==> src/sv/bclte_pkg.sv <==
// Shared types, codes and default sizes for the block cache tag engine.
package bclte_pkg;

  // Default sizes handed to the top level parameters.
  localparam int DEF_ENTRIES   = 32;
  localparam int DEF_ADDR_BITS = 48;
  localparam int DEF_MAX_RANGE = 8;

  // Fixed widths of the beat fields.
  localparam int BLK_ADDR_W = 48;
  localparam int SLOT_W     = 5;
  localparam int PIN_W      = 16;
  localparam logic [PIN_W-1:0] PIN_MAX = '1;

  // Request codes.
  localparam logic [1:0] REQ_GET     = 2'd0;
  localparam logic [1:0] REQ_RELEASE = 2'd1;
  localparam logic [1:0] REQ_DIRTY   = 2'd2;
  localparam logic [1:0] REQ_INVAL   = 2'd3;

  // Response status codes.
  typedef enum logic [1:0] {
    STAT_HIT  = 2'd0,
    STAT_MISS = 2'd1,
    STAT_FULL = 2'd2,
    STAT_DONE = 2'd3
  } status_e;

  // Sequencer states.
  typedef enum logic [2:0] {
    ST_INIT,
    ST_IDLE,
    ST_SCAN,
    ST_SWEEP,
    ST_ONE_RD,
    ST_ONE_WR,
    ST_REPLY
  } state_t;

  // Request beat.
  typedef struct packed {
    logic [1:0]            req_type;
    logic [BLK_ADDR_W-1:0] block_addr;
    logic [3:0]            block_count;
    logic [SLOT_W-1:0]     slot;
  } req_t;

  // Response beat.
  typedef struct packed {
    logic [1:0]            status;
    logic [SLOT_W-1:0]     slot_out;
    logic                  writeback_valid;
    logic [BLK_ADDR_W-1:0] writeback_addr;
  } rsp_t;

endpackage

==> src/sv/bclte_ram.sv <==
// Single port write, single port read memory with a registered read.
module bclte_ram #(
  parameter int WIDTH = 8,
  parameter int DEPTH = 32
) (
  input  logic                     clk,
  input  logic                     we,
  input  logic [$clog2(DEPTH)-1:0] waddr,
  input  logic [WIDTH-1:0]         wdata,
  input  logic [$clog2(DEPTH)-1:0] raddr,
  output logic [WIDTH-1:0]         rdata
);

  logic [WIDTH-1:0] mem [DEPTH];

  // Write port.
  always_ff @(posedge clk) begin
    if (we) begin
      mem[waddr] <= wdata;
    end
  end

  // Registered read port.
  always_ff @(posedge clk) begin
    rdata <= mem[raddr];
  end

endmodule

==> src/sv/block_cache_lru_tag_engine_top.sv <==
// Top level of the block cache tag and LRU replacement engine.
//
// Requests arrive on req_valid/req_ready/req and each gives exactly one
// response beat on rsp_valid/rsp_ready/rsp. All entry state (tag, valid,
// dirty, pin count, recency rank) lives in one memory with a registered read.
// A get walks every entry once to find a hit or the oldest unpinned victim,
// then, if it found either, walks every entry again to age the ranks and
// to pin the hit or retag the victim. An invalidate is one walk; release and
// mark dirty on an in-range slot are one read and one write. Each walk reads
// one entry per cycle through the memory read port.
// One request is worked on at a time; req_ready is high only between
// requests. The response sits in an output register, so the next request is
// taken while a finished response still waits; a stalled receiver holds the
// engine only once a second response is ready.
// After reset the engine writes the reset value into every entry (rank i in
// entry i, everything else clear) with req_ready low.
module block_cache_lru_tag_engine_top #(
  parameter int ENTRIES   = bclte_pkg::DEF_ENTRIES,
  parameter int ADDR_BITS = bclte_pkg::DEF_ADDR_BITS,
  parameter int MAX_RANGE = bclte_pkg::DEF_MAX_RANGE
) (
  input  logic            clk,
  input  logic            rst,
  input  logic            req_valid,
  output logic            req_ready,
  input  bclte_pkg::req_t req,
  output logic            rsp_valid,
  input  logic            rsp_ready,
  output bclte_pkg::rsp_t rsp
);
  import bclte_pkg::*;

  localparam int IW = (ENTRIES > 1) ? $clog2(ENTRIES) : 1;
  localparam int CW = $clog2(ENTRIES + 1);
  localparam int AW = ADDR_BITS;
  localparam int LW = 7;

  typedef struct packed {
    logic [AW-1:0]    tag;
    logic             valid;
    logic             dirty;
    logic [PIN_W-1:0] pin;
    logic [IW-1:0]    rank;
  } entry_t;

  localparam int EW = $bits(entry_t);

  state_t state, state_next;

  logic [CW-1:0] cnt;
  logic          rd_v;
  logic [IW-1:0] rd_i;

  logic [1:0]    op_q;
  logic [AW-1:0] addr_q;
  logic [LW-1:0] lim_q;
  logic [IW-1:0] slot_q;

  logic          hit_f;
  logic [IW-1:0] hit_i;
  logic [IW-1:0] hit_rank;
  logic          vic_f;
  logic [IW-1:0] vic_i;
  logic [IW-1:0] vic_rank;
  logic [AW-1:0] vic_tag;
  logic          vic_wb;

  logic [IW-1:0] tgt_i;
  logic [IW-1:0] tgt_rank;
  logic          tgt_hit;
  rsp_t          res_q;

  logic          mem_we;
  logic [IW-1:0] mem_waddr;
  entry_t        mem_wdata;
  logic [IW-1:0] mem_raddr;
  logic [EW-1:0] mem_rdata;
  entry_t        e;

  logic          scan_rd;
  logic          scan_done;
  logic          accept;
  logic          rsp_load;
  logic          slot_ok;
  logic [63:0]   addr_wide;
  logic [AW-1:0] addr_in;
  logic [LW-1:0] lim_in;
  logic [63:0]   vic_tag_wide;
  logic [AW-1:0] diff;
  logic          tag_hit;
  logic          in_range;
  logic          vic_better;

  // Entry store.
  bclte_ram #(
    .WIDTH(EW),
    .DEPTH(ENTRIES)
  ) u_ram (
    .clk  (clk),
    .we   (mem_we),
    .waddr(mem_waddr),
    .wdata(mem_wdata),
    .raddr(mem_raddr),
    .rdata(mem_rdata)
  );

  assign e = entry_t'(mem_rdata);

  // Request decode and handshake.
  assign req_ready = (state == ST_IDLE);
  assign accept    = req_valid && req_ready;
  assign rsp_load  = (state == ST_REPLY) && (!rsp_valid || rsp_ready);
  assign slot_ok   = 32'(req.slot) < 32'(ENTRIES);
  assign addr_wide = 64'(req.block_addr);
  assign addr_in   = addr_wide[AW-1:0];
  assign lim_in    = (LW'(req.block_count) > LW'(MAX_RANGE)) ? LW'(MAX_RANGE)
                                                             : LW'(req.block_count);
  assign vic_tag_wide = 64'(vic_tag);

  // Walk control: one read issued per cycle, its data evaluated in the cycle after the read.
  assign scan_rd   = ((state == ST_SCAN) || (state == ST_SWEEP)) && (cnt != CW'(ENTRIES));
  assign scan_done = (cnt == CW'(ENTRIES)) && !rd_v;
  assign mem_raddr = (state == ST_ONE_RD) ? slot_q : cnt[IW-1:0];

  // Per-entry compares on the read data.
  assign diff       = e.tag - addr_q;
  assign tag_hit    = e.valid && (e.tag == addr_q);
  assign in_range   = e.valid && (diff < AW'(lim_q));
  assign vic_better = (e.pin == '0) && (!vic_f || (e.rank < vic_rank));

  // Next state.
  always_comb begin
    state_next = state;
    unique case (state)
      ST_INIT: begin
        if (cnt == CW'(ENTRIES - 1)) state_next = ST_IDLE;
      end
      ST_IDLE: begin
        if (req_valid) begin
          unique case (req.req_type) inside
            REQ_GET, REQ_INVAL: state_next = ST_SCAN;
            default:            state_next = slot_ok ? ST_ONE_RD : ST_REPLY;
          endcase
        end
      end
      ST_SCAN: begin
        if (scan_done) begin
          if ((op_q == REQ_GET) && (hit_f || vic_f)) state_next = ST_SWEEP;
          else                                        state_next = ST_REPLY;
        end
      end
      ST_SWEEP: begin
        if (scan_done) state_next = ST_REPLY;
      end
      ST_ONE_RD: state_next = ST_ONE_WR;
      ST_ONE_WR: state_next = ST_REPLY;
      ST_REPLY: begin
        if (!rsp_valid || rsp_ready) state_next = ST_IDLE;
      end
      default: state_next = ST_INIT;
    endcase
  end

  // Memory write decode: reset fill in init, otherwise read-modify-write of the entry just read.
  always_comb begin
    mem_we    = 1'b0;
    mem_waddr = rd_i;
    mem_wdata = e;
    unique case (state)
      ST_INIT: begin
        mem_we    = 1'b1;
        mem_waddr = cnt[IW-1:0];
        mem_wdata = '0;
        mem_wdata.rank = cnt[IW-1:0];
      end
      ST_SCAN: begin
        if (rd_v && (op_q == REQ_INVAL) && in_range) begin
          mem_we          = 1'b1;
          mem_wdata.valid = 1'b0;
          mem_wdata.dirty = 1'b0;
        end
      end
      ST_SWEEP: begin
        if (rd_v) begin
          mem_we = 1'b1;
          if (e.rank > tgt_rank) mem_wdata.rank = e.rank - 1'b1;
          if (rd_i == tgt_i) begin
            mem_wdata.rank = IW'(ENTRIES - 1);
            if (tgt_hit) begin
              if (e.pin != PIN_MAX) mem_wdata.pin = e.pin + 1'b1;
            end else begin
              mem_wdata.tag   = addr_q;
              mem_wdata.valid = 1'b1;
              mem_wdata.dirty = 1'b0;
              mem_wdata.pin   = PIN_W'(1);
            end
          end
        end
      end
      ST_ONE_WR: begin
        mem_we    = 1'b1;
        mem_waddr = slot_q;
        if (op_q == REQ_RELEASE) begin
          if (e.pin != '0) mem_wdata.pin = e.pin - 1'b1;
        end else begin
          mem_wdata.dirty = 1'b1;
        end
      end
      default: begin
        mem_we = 1'b0;
      end
    endcase
  end

  // State, walk counter and read tracking.
  always_ff @(posedge clk) begin
    if (rst) begin
      state <= ST_INIT;
      cnt   <= '0;
      rd_v  <= 1'b0;
    end else begin
      state <= state_next;
      rd_v  <= scan_rd;
      if (state_next != state) cnt <= '0;
      else if ((state == ST_INIT) || scan_rd) cnt <= cnt + 1'b1;
    end
  end

  always_ff @(posedge clk) begin
    rd_i <= cnt[IW-1:0];
  end

  // Request capture, search results and the pending response.
  always_ff @(posedge clk) begin
    if (rst) begin
      hit_f <= 1'b0;
      vic_f <= 1'b0;
    end else if (accept) begin
      op_q   <= req.req_type;
      addr_q <= addr_in;
      lim_q  <= lim_in;
      slot_q <= IW'(req.slot);
      hit_f  <= 1'b0;
      vic_f  <= 1'b0;
      res_q  <= '{status: STAT_DONE, slot_out: '0, writeback_valid: 1'b0,
                  writeback_addr: '0};
    end else if (state == ST_SCAN) begin
      if (rd_v && (op_q == REQ_GET)) begin
        if (tag_hit) begin
          hit_f    <= 1'b1;
          hit_i    <= rd_i;
          hit_rank <= e.rank;
        end
        if (vic_better) begin
          vic_f    <= 1'b1;
          vic_i    <= rd_i;
          vic_rank <= e.rank;
          vic_tag  <= e.tag;
          vic_wb   <= e.valid && e.dirty;
        end
      end
      if (scan_done && (op_q == REQ_GET)) begin
        if (hit_f) begin
          tgt_i          <= hit_i;
          tgt_rank       <= hit_rank;
          tgt_hit        <= 1'b1;
          res_q.status   <= STAT_HIT;
          res_q.slot_out <= SLOT_W'(hit_i);
        end else if (vic_f) begin
          tgt_i                 <= vic_i;
          tgt_rank              <= vic_rank;
          tgt_hit               <= 1'b0;
          res_q.status          <= STAT_MISS;
          res_q.slot_out        <= SLOT_W'(vic_i);
          res_q.writeback_valid <= vic_wb;
          res_q.writeback_addr  <= vic_wb ? vic_tag_wide[BLK_ADDR_W-1:0] : '0;
        end else begin
          res_q.status <= STAT_FULL;
        end
      end
    end
  end

  // Output register.
  always_ff @(posedge clk) begin
    if (rst) begin
      rsp_valid <= 1'b0;
    end else if (rsp_load) begin
      rsp_valid <= 1'b1;
    end else if (rsp_ready) begin
      rsp_valid <= 1'b0;
    end
  end

  always_ff @(posedge clk) begin
    if (rsp_load) rsp <= res_q;
  end

  // A walk never writes the entry it is reading in the same cycle.
  assert property (@(posedge clk) disable iff (rst)
    (mem_we && scan_rd) |-> (mem_waddr != mem_raddr))
    else $error("read and write collide on one entry during a walk");

  // A response only appears after the reply state.
  assert property (@(posedge clk) disable iff (rst)
    $rose(rsp_valid) |-> $past(state == ST_REPLY))
    else $error("response raised outside the reply state");

  // Writebacks come only with a miss allocation.
  assert property (@(posedge clk) disable iff (rst)
    (rsp_valid && rsp.writeback_valid) |-> (rsp.status == STAT_MISS))
    else $error("writeback ordered without a miss");

endmodule

==> config.mk <==
export PLATFORM = sky130hd
export DESIGN_NAME = block_cache_lru_tag_engine_top
export DESIGN_NICKNAME = d
export VERILOG_FILES = /design/src/sv/bclte_pkg.sv /design/src/sv/bclte_ram.sv /design/src/sv/block_cache_lru_tag_engine_top.sv
export SDC_FILE = /design/constraint.sdc
export NUM_CORES = 2
export LEC_CHECK = 0
export ABC_AREA = 1
export BUFFER_PORTS_ARGS = -buffer_cell sky130_fd_sc_hd__buf_2
export CAP_MARGIN = 20
export CORE_MARGIN = 2
export CORE_UTILIZATION = 30
export DETAILED_ROUTE_END_ITERATION = 8
export GPL_ROUTABILITY_DRIVEN = 0
export PLACE_DENSITY = 0.43
export RECOVER_POWER = 25
export REMOVE_ABC_BUFFERS = 1
export SETUP_SLACK_MARGIN = 0.3
export SLEW_MARGIN = 20
export SYNTH_ARGS = -nofsm -noshare
export SYNTH_HDL_FRONTEND = slang
export SYNTH_HIERARCHICAL = 1
export SYNTH_SLANG_ARGS = --single-unit
==> constraint.sdc <==
create_clock -name clk -period 10.1 [get_ports clk]
set_clock_uncertainty 0.1 [all_clocks]
set_input_delay 1.01 -clock clk [delete_from_list [all_inputs] [get_ports clk]]
set_output_delay 1.01 -clock clk [all_outputs]
set_load 0.01 [all_outputs]
Yosys cells after proc, flatten, opt, wreduce, memory -nomap -nowiden. Memory sizes are Yosys's and may differ from the RTL's. A register that Yosys moved wholly into a read port is not among the register bits. Index checks and enable logic that the tools add are counted.

Add/subtract/negate cells: 5. Magnitude comparators: 4. Equal/unequal tests: 17. Mux-type cells: 44. Bitwise gates (word level): 2. Reduce and logical (&&, ||, !) cells: 45.

Operator list (count): 71-bit 2-to-1 mux (2); 56-bit 2-to-1 mux (2); 48-bit one-hot mux with 2 select lines (1); 16-bit 2-to-1 mux (4); 54-bit 2-to-1 mux (1); 50-bit 2-to-1 mux (1); 49-bit 2-to-1 mux (1); 48-bit == test (1); 48-bit by 7-bit < comparator with 1-bit output (1); 48-bit 2-to-1 mux (1); 16-bit one-hot mux with 3 select lines (1); 48-bit subtractor (1); 5-bit 2-to-1 mux (6); 3-bit 2-to-1 mux (7); 3-bit one-hot mux with 7 select lines (1); 5-bit one-hot mux with 2 select lines (2); 5-bit AND reduction (4); 16-bit by 1-bit adder with 16-bit output (second input constant) (1); 16-bit logical NOT (1); 16-bit inequality test (second input constant) (1); 16-bit nonzero test (1); 16-bit by 1-bit subtractor with 16-bit output (second input constant) (1); 1-bit logical AND (13); 2-bit nonzero test (5); 31 further kinds (57).

Bits in registers: 272. Bits in writable memories: 2272. Input port bits: 63. Logic and storage cells: 147. Memories kept: 1.

Memory list: u_ram.mem (depth 32, bits a word 71, read ports 1, clocked after Yosys merged registers in 1, write ports 1, line bclte_ram.sv:14) `logic [WIDTH-1:0] mem [DEPTH];`.

Logic depth before layout (Yosys ltp).
Depth in word-level cells: 8. Gate-level depth with buffers: 24.

Modules after synthesis. The synthesis kept the hierarchy.

By module, submodules not included: bclte_ram (instances 1, cells each 7488, area each 91926.9 um^2, seq. area each 69646.8 um^2); block_cache_lru_tag_engine_top (instances 1, cells each 1875, area each 15605.0 um^2, seq. area each 7897.6 um^2).

Worst setup path after synthesis. OpenSTA, ideal clock, no wires.

Path type: register to register. Start: register addr_q[0]. End: memory u_ram/mem[31][0] (netlist bit), enable pin. Setup time: 0.501 ns. Arrival time: 5.714 ns. Required time: 9.499 ns. Setup slack: 3.785 ns. Stages on the path, launching flop included: 24. Buffers on the path: 0. Clock period less this slack: 6.315 ns. Cells stage by stage: edfxtp_1 > ha_1 > inv_1 > fa_1 > ha_1 > nand2_1 > nand2_1 > nand2_1 > nand2_1 > nand2_1 > nand2_1 > inv_1 > nand2_1 > nor2_1 > nand2_1 > nor2_1 > nand3_1 > nor2_1 > nand4_1 > nor2_1 > nand3_2 > o21ai_2 > nand3_1 > nor2_1.

Cells in the longest elaborated chain, start to end: 8.

RTL lines: start: declaration (line block_cache_lru_tag_engine_top.sv:55) `logic [AW-1:0] addr_q;`; start signal: assignment (line block_cache_lru_tag_engine_top.sv:240) `addr_q <= addr_in;`; 48-bit subtractor (line block_cache_lru_tag_engine_top.sv:126) `assign diff = e.tag - addr_q;`; 48-bit by 7-bit < comparator with 1-bit output (line block_cache_lru_tag_engine_top.sv:128) `assign in_range = e.valid && (diff < AW'(lim_q));`; 1-bit logical AND (line block_cache_lru_tag_engine_top.sv:128); 1-bit logical AND (line block_cache_lru_tag_engine_top.sv:177) `if (rd_v && (op_q == REQ_INVAL) && in_range) begin`; 1-bit 2-to-1 mux (line block_cache_lru_tag_engine_top.sv:177); 1-bit one-hot mux with 3 select lines (line block_cache_lru_tag_engine_top.sv:169) `unique case (state)`; via mem_we (line block_cache_lru_tag_engine_top.sv:73) `logic mem_we;`; 1-bit 2-to-1 mux (line bclte_ram.sv:18) `if (we) begin`; 1-bit 2-to-1 mux (implied by the code) (line bclte_ram.sv:19) `mem[waddr] <= wdata;`; end: declaration (line bclte_ram.sv:14).

The timed path passes the listed nets, and every way through them passes these cells.

==> flow_metrics.py <==
metrics = {
    "worst_setup_path": {
        "crit_buf_inv": 5,
        "cpPeakStageDelay_ns": 2.16,
        "worstPathRequired_ns": 10.40,
        "r2r-start": "state[2]",
        "startpoint_type": "flop",
        "reg2reg_slack_ns": 3.20,
        "endpoint_kind": "flop",
        "critPathSlowestCell": "clkbuf_1",
        "critical_path.cell_chain": "nor2_2, clkbuf_1, inv_1, nand2_1, clkinvlp_2, clkbuf_1, o21ai_0, o21ai_0, clkbuf_1",
        "regToRegEndpoint": "u_ram/mem[15][60]",
        "crit_arrival_ns": 7.21,
        "criticalPathCategory": "flop to flop",
        "cp_max_fo": 49,
        "ff2ff_path_depth": 9,
        "cp_common_cell": "clkbuf_1",
        "critical-path-top-delay-family": "buffers and inverters",
    },
    "sta": {
        "fmaxAchievable_mhz": 145,
        "setup_viol": 0,
        "post-route-min-period_ns": 6.90,
        "holdWs_ns": 0.178,
        "rsz0062_at_grt": "false",
        "final_max_slew_viol_count": 1030,
        "slew-limit-headroom_pct": -121,
        "worst_pin_slew_ns": 3.31,
        "final_hold_viol_count": 0,
        "fin_crit_sh_pct": 68.4,
        "fin_tns_setup_ns": 0,
    },
    "die": {
        "dieHeight_um": 603,
        "std_cell_rows": 219,
        "ios": 121,
        "start_util_pct": 30.2,
        "dieWidth_um": 603,
        "dieArea_um2": 363000,
        "core-area_um2": 356000,
    },
    "cts": {
        "ctsHoldBuffers": 0,
        "cts_made_buffers": 300,
        "postCtsSetupBuffers": 0,
        "cts-root-buf": "clkbuf_16",
        "cts_resized": 0,
        "cts_tree": "built",
        "cts_max_level": 5,
        "cts_buffer_depth": 4,
        "path_clk_slew_ns": 0.06,
        "clock_sinks": 2612,
        "insertion_delay_ns": 0.91,
    },
    "synth": {
        "synthCells": 9363,
        "synth_most_common_cell": "nand2_1",
        "synth_top_area_share_pct": 70.5,
        "synth_ff_type": "edfxtp_1",
        "syn_area_um2": 108000,
        "ys_top_cells_by_area": "edfxtp_1 70%, nand2_1 11%, nand3_1 9.7%",
        "yosysSeqAreaShare_pct": 72.1,
        "netlist-cell-type-count": 57,
        "ys_top_cells_by_count": "3,034 x nand2_1, 2,523 x edfxtp_1, 2,093 x nand3_1, 347 x inv_1, 319 x buf_2",
        "synth_largest_area_cell": "edfxtp_1",
        "synth.avg_cell_area_um2": 11.5,
        "ys_ff_latch": 2612,
        "synth_edf_count": 2523,
        "yosysWarningCount": 6,
        "async_flop_share_pct": 0,
    },
    "route": {
        "first_pass_iters": 6,
        "drt_iter0_drc": 6977,
        "dr_total_vias": 72578,
        "vias_per_cell": 5.01,
        "routed_wl_um": 374000,
        "ant_nets": 0,
        "drc": 0,
        "post_drt_wl_per_cell_um": 25.8,
    },
    "global_route": {
        "grt_antenna_before_repair": 20,
        "grt_max_degree": 184,
        "grt_pass1_vias": 70523,
        "overflow": 0,
        "grt_pass1_wl_um": 531000,
        "grt_usage_pct": 20.1,
    },
    "finish": {
        "layout.nets": 9601,
        "syn2layout_area_growth_pct": 14.8,
        "layoutNonFillerInstCount": 14478,
        "drive_gt1_share_pct": 7.54,
    },
    "min_path": {
        "whs_path_depth": 1,
        "hold_end": "addr_q[26]",
        "min-delay-start": "req[35]",
        "hold_class": "input port to flop",
    },
    "placed_design": {
        "dp.cells": 13919,
        "dp_hpwl_um": 209000,
        "portBuffers": 120,
    },
    "pwr": {
        "peakVddDrop_mv": 0.116,
        "leakage_nw": 44.3,
        "powerDensity_nw_per_um2": 203,
    },
    "flow_run": {
        "maxCapViolations": 33,
    },
    "outcome": {
        "violations": "max-capacitance violations, max-slew violations",
        "status": "finished with violations",
    },
}
-- placed cells by master (no fill, tap or decap), drive strengths merged, types with 3 or more instances in the layout --
| cell type | synthesis | final |
|---|---|---|
| a21o | 4 | 4 |
| nand4 | 30 | 30 |
| nand3 | 2098 | 2098 |
| buf | 416 | 187 |
| a21oi | 81 | 81 |
| o31ai | 4 | 4 |
| diode | 0 | 10 |
| inv | 355 | 364 |
| ha | 64 | 64 |
| o2111ai | 3 | 3 |
| nor4 | 7 | 7 |
| o21bai | 3 | 3 |
| nand2 | 3045 | 3045 |
| clkinv | 2 | 113 |
| o21ai | 175 | 175 |
| o211ai | 14 | 14 |
| dfxtp | 89 | 89 |
| nor2 | 259 | 259 |
| or2 | 7 | 7 |
| bufinv | 0 | 14 |
| nor3 | 22 | 22 |
| xor2 | 19 | 19 |
| a211oi | 3 | 3 |
| a31oi | 4 | 4 |
| clkinvlp | 0 | 8 |
| o221ai | 3 | 3 |
| nand3b | 9 | 9 |
| xnor2 | 4 | 4 |
| clkbuf | 103 | 544 |
| edfxtp | 2523 | 2523 |
| nor3b | 3 | 3 |
-- sequential cells by signal (all words and copies together), names as in the netlist, 6 cells and up --
signal	cells
cnt	6
vic_tag	48
u_ram/mem	2272
addr_q	48
rsp	56
res_q	56
u_ram/rdata	71
-- metrics by stage --
step	setup WS, ns	util (%)	power (mW)	cell area [um^2]
finish	3.20	34.6	25.1	123000
global route	2.90	34.6	26.0	123000
CTS	4.06	34.7	25.3	124000
detailed placement	4.04	32.1	14.7	114000
global placement	3.81	32.0	14.7	114000
floorplan	-203.02	-	15.1	105000
-- routing by layer --
layer | GRT usage (%) | wire, um
met2 | 33.0 | 177000
met4 | 6.09 | 11900
met5 | 0 | 68
met1 | 27.6 | 165000
met3 | 2.59 | 19800
-- kinds of logic after synthesis --
kind of cell,share of synthesized area [%]
buffers and inverters,3.51
AOI/OAI and AO/OA,1.56
and+or+nand+nor,21.9
adders and majority gates,0.763
xor gates and xnor gates,0.187
DFF,72.1
-- worst max-delay path by stage --
stage                              to  startpoint  cells past startpoint
finish              u_ram/mem[15][60]    state[2]                      9
CTS                  u_ram/mem[9][59]   addr_q[2]                     24
global route         u_ram/mem[1][35]    state[0]                     10
detailed placement   u_ram/mem[9][44]   addr_q[2]                     24
floorplan             u_ram/rdata[15]    state[2]                     10
global placement     u_ram/mem[9][56]   addr_q[2]                     24
-- area by class of cell --
class / count / area (um^2)
inverters: 357 / 1380
clock buffers: 404 / 8330
fillers: 35276 / 233000
well taps: 4751 / 5940
repair buffers: 327 / 2270
flip-flops and latches: 2612 / 77500
diodes: 10 / 25.0
multi-input cells: 5875 / 26800
clock inverters: 142 / 1140
-- power by group --
part           leakage [nW]  internal (mW)  switching, mW  total (mW)
clock                  4.65           6.15           4.46        10.6
combinational          16.6          0.637           1.74        2.38
sequential             23.0           11.9          0.142        12.1
No activity file was read; power rests on OpenSTA's default activity.
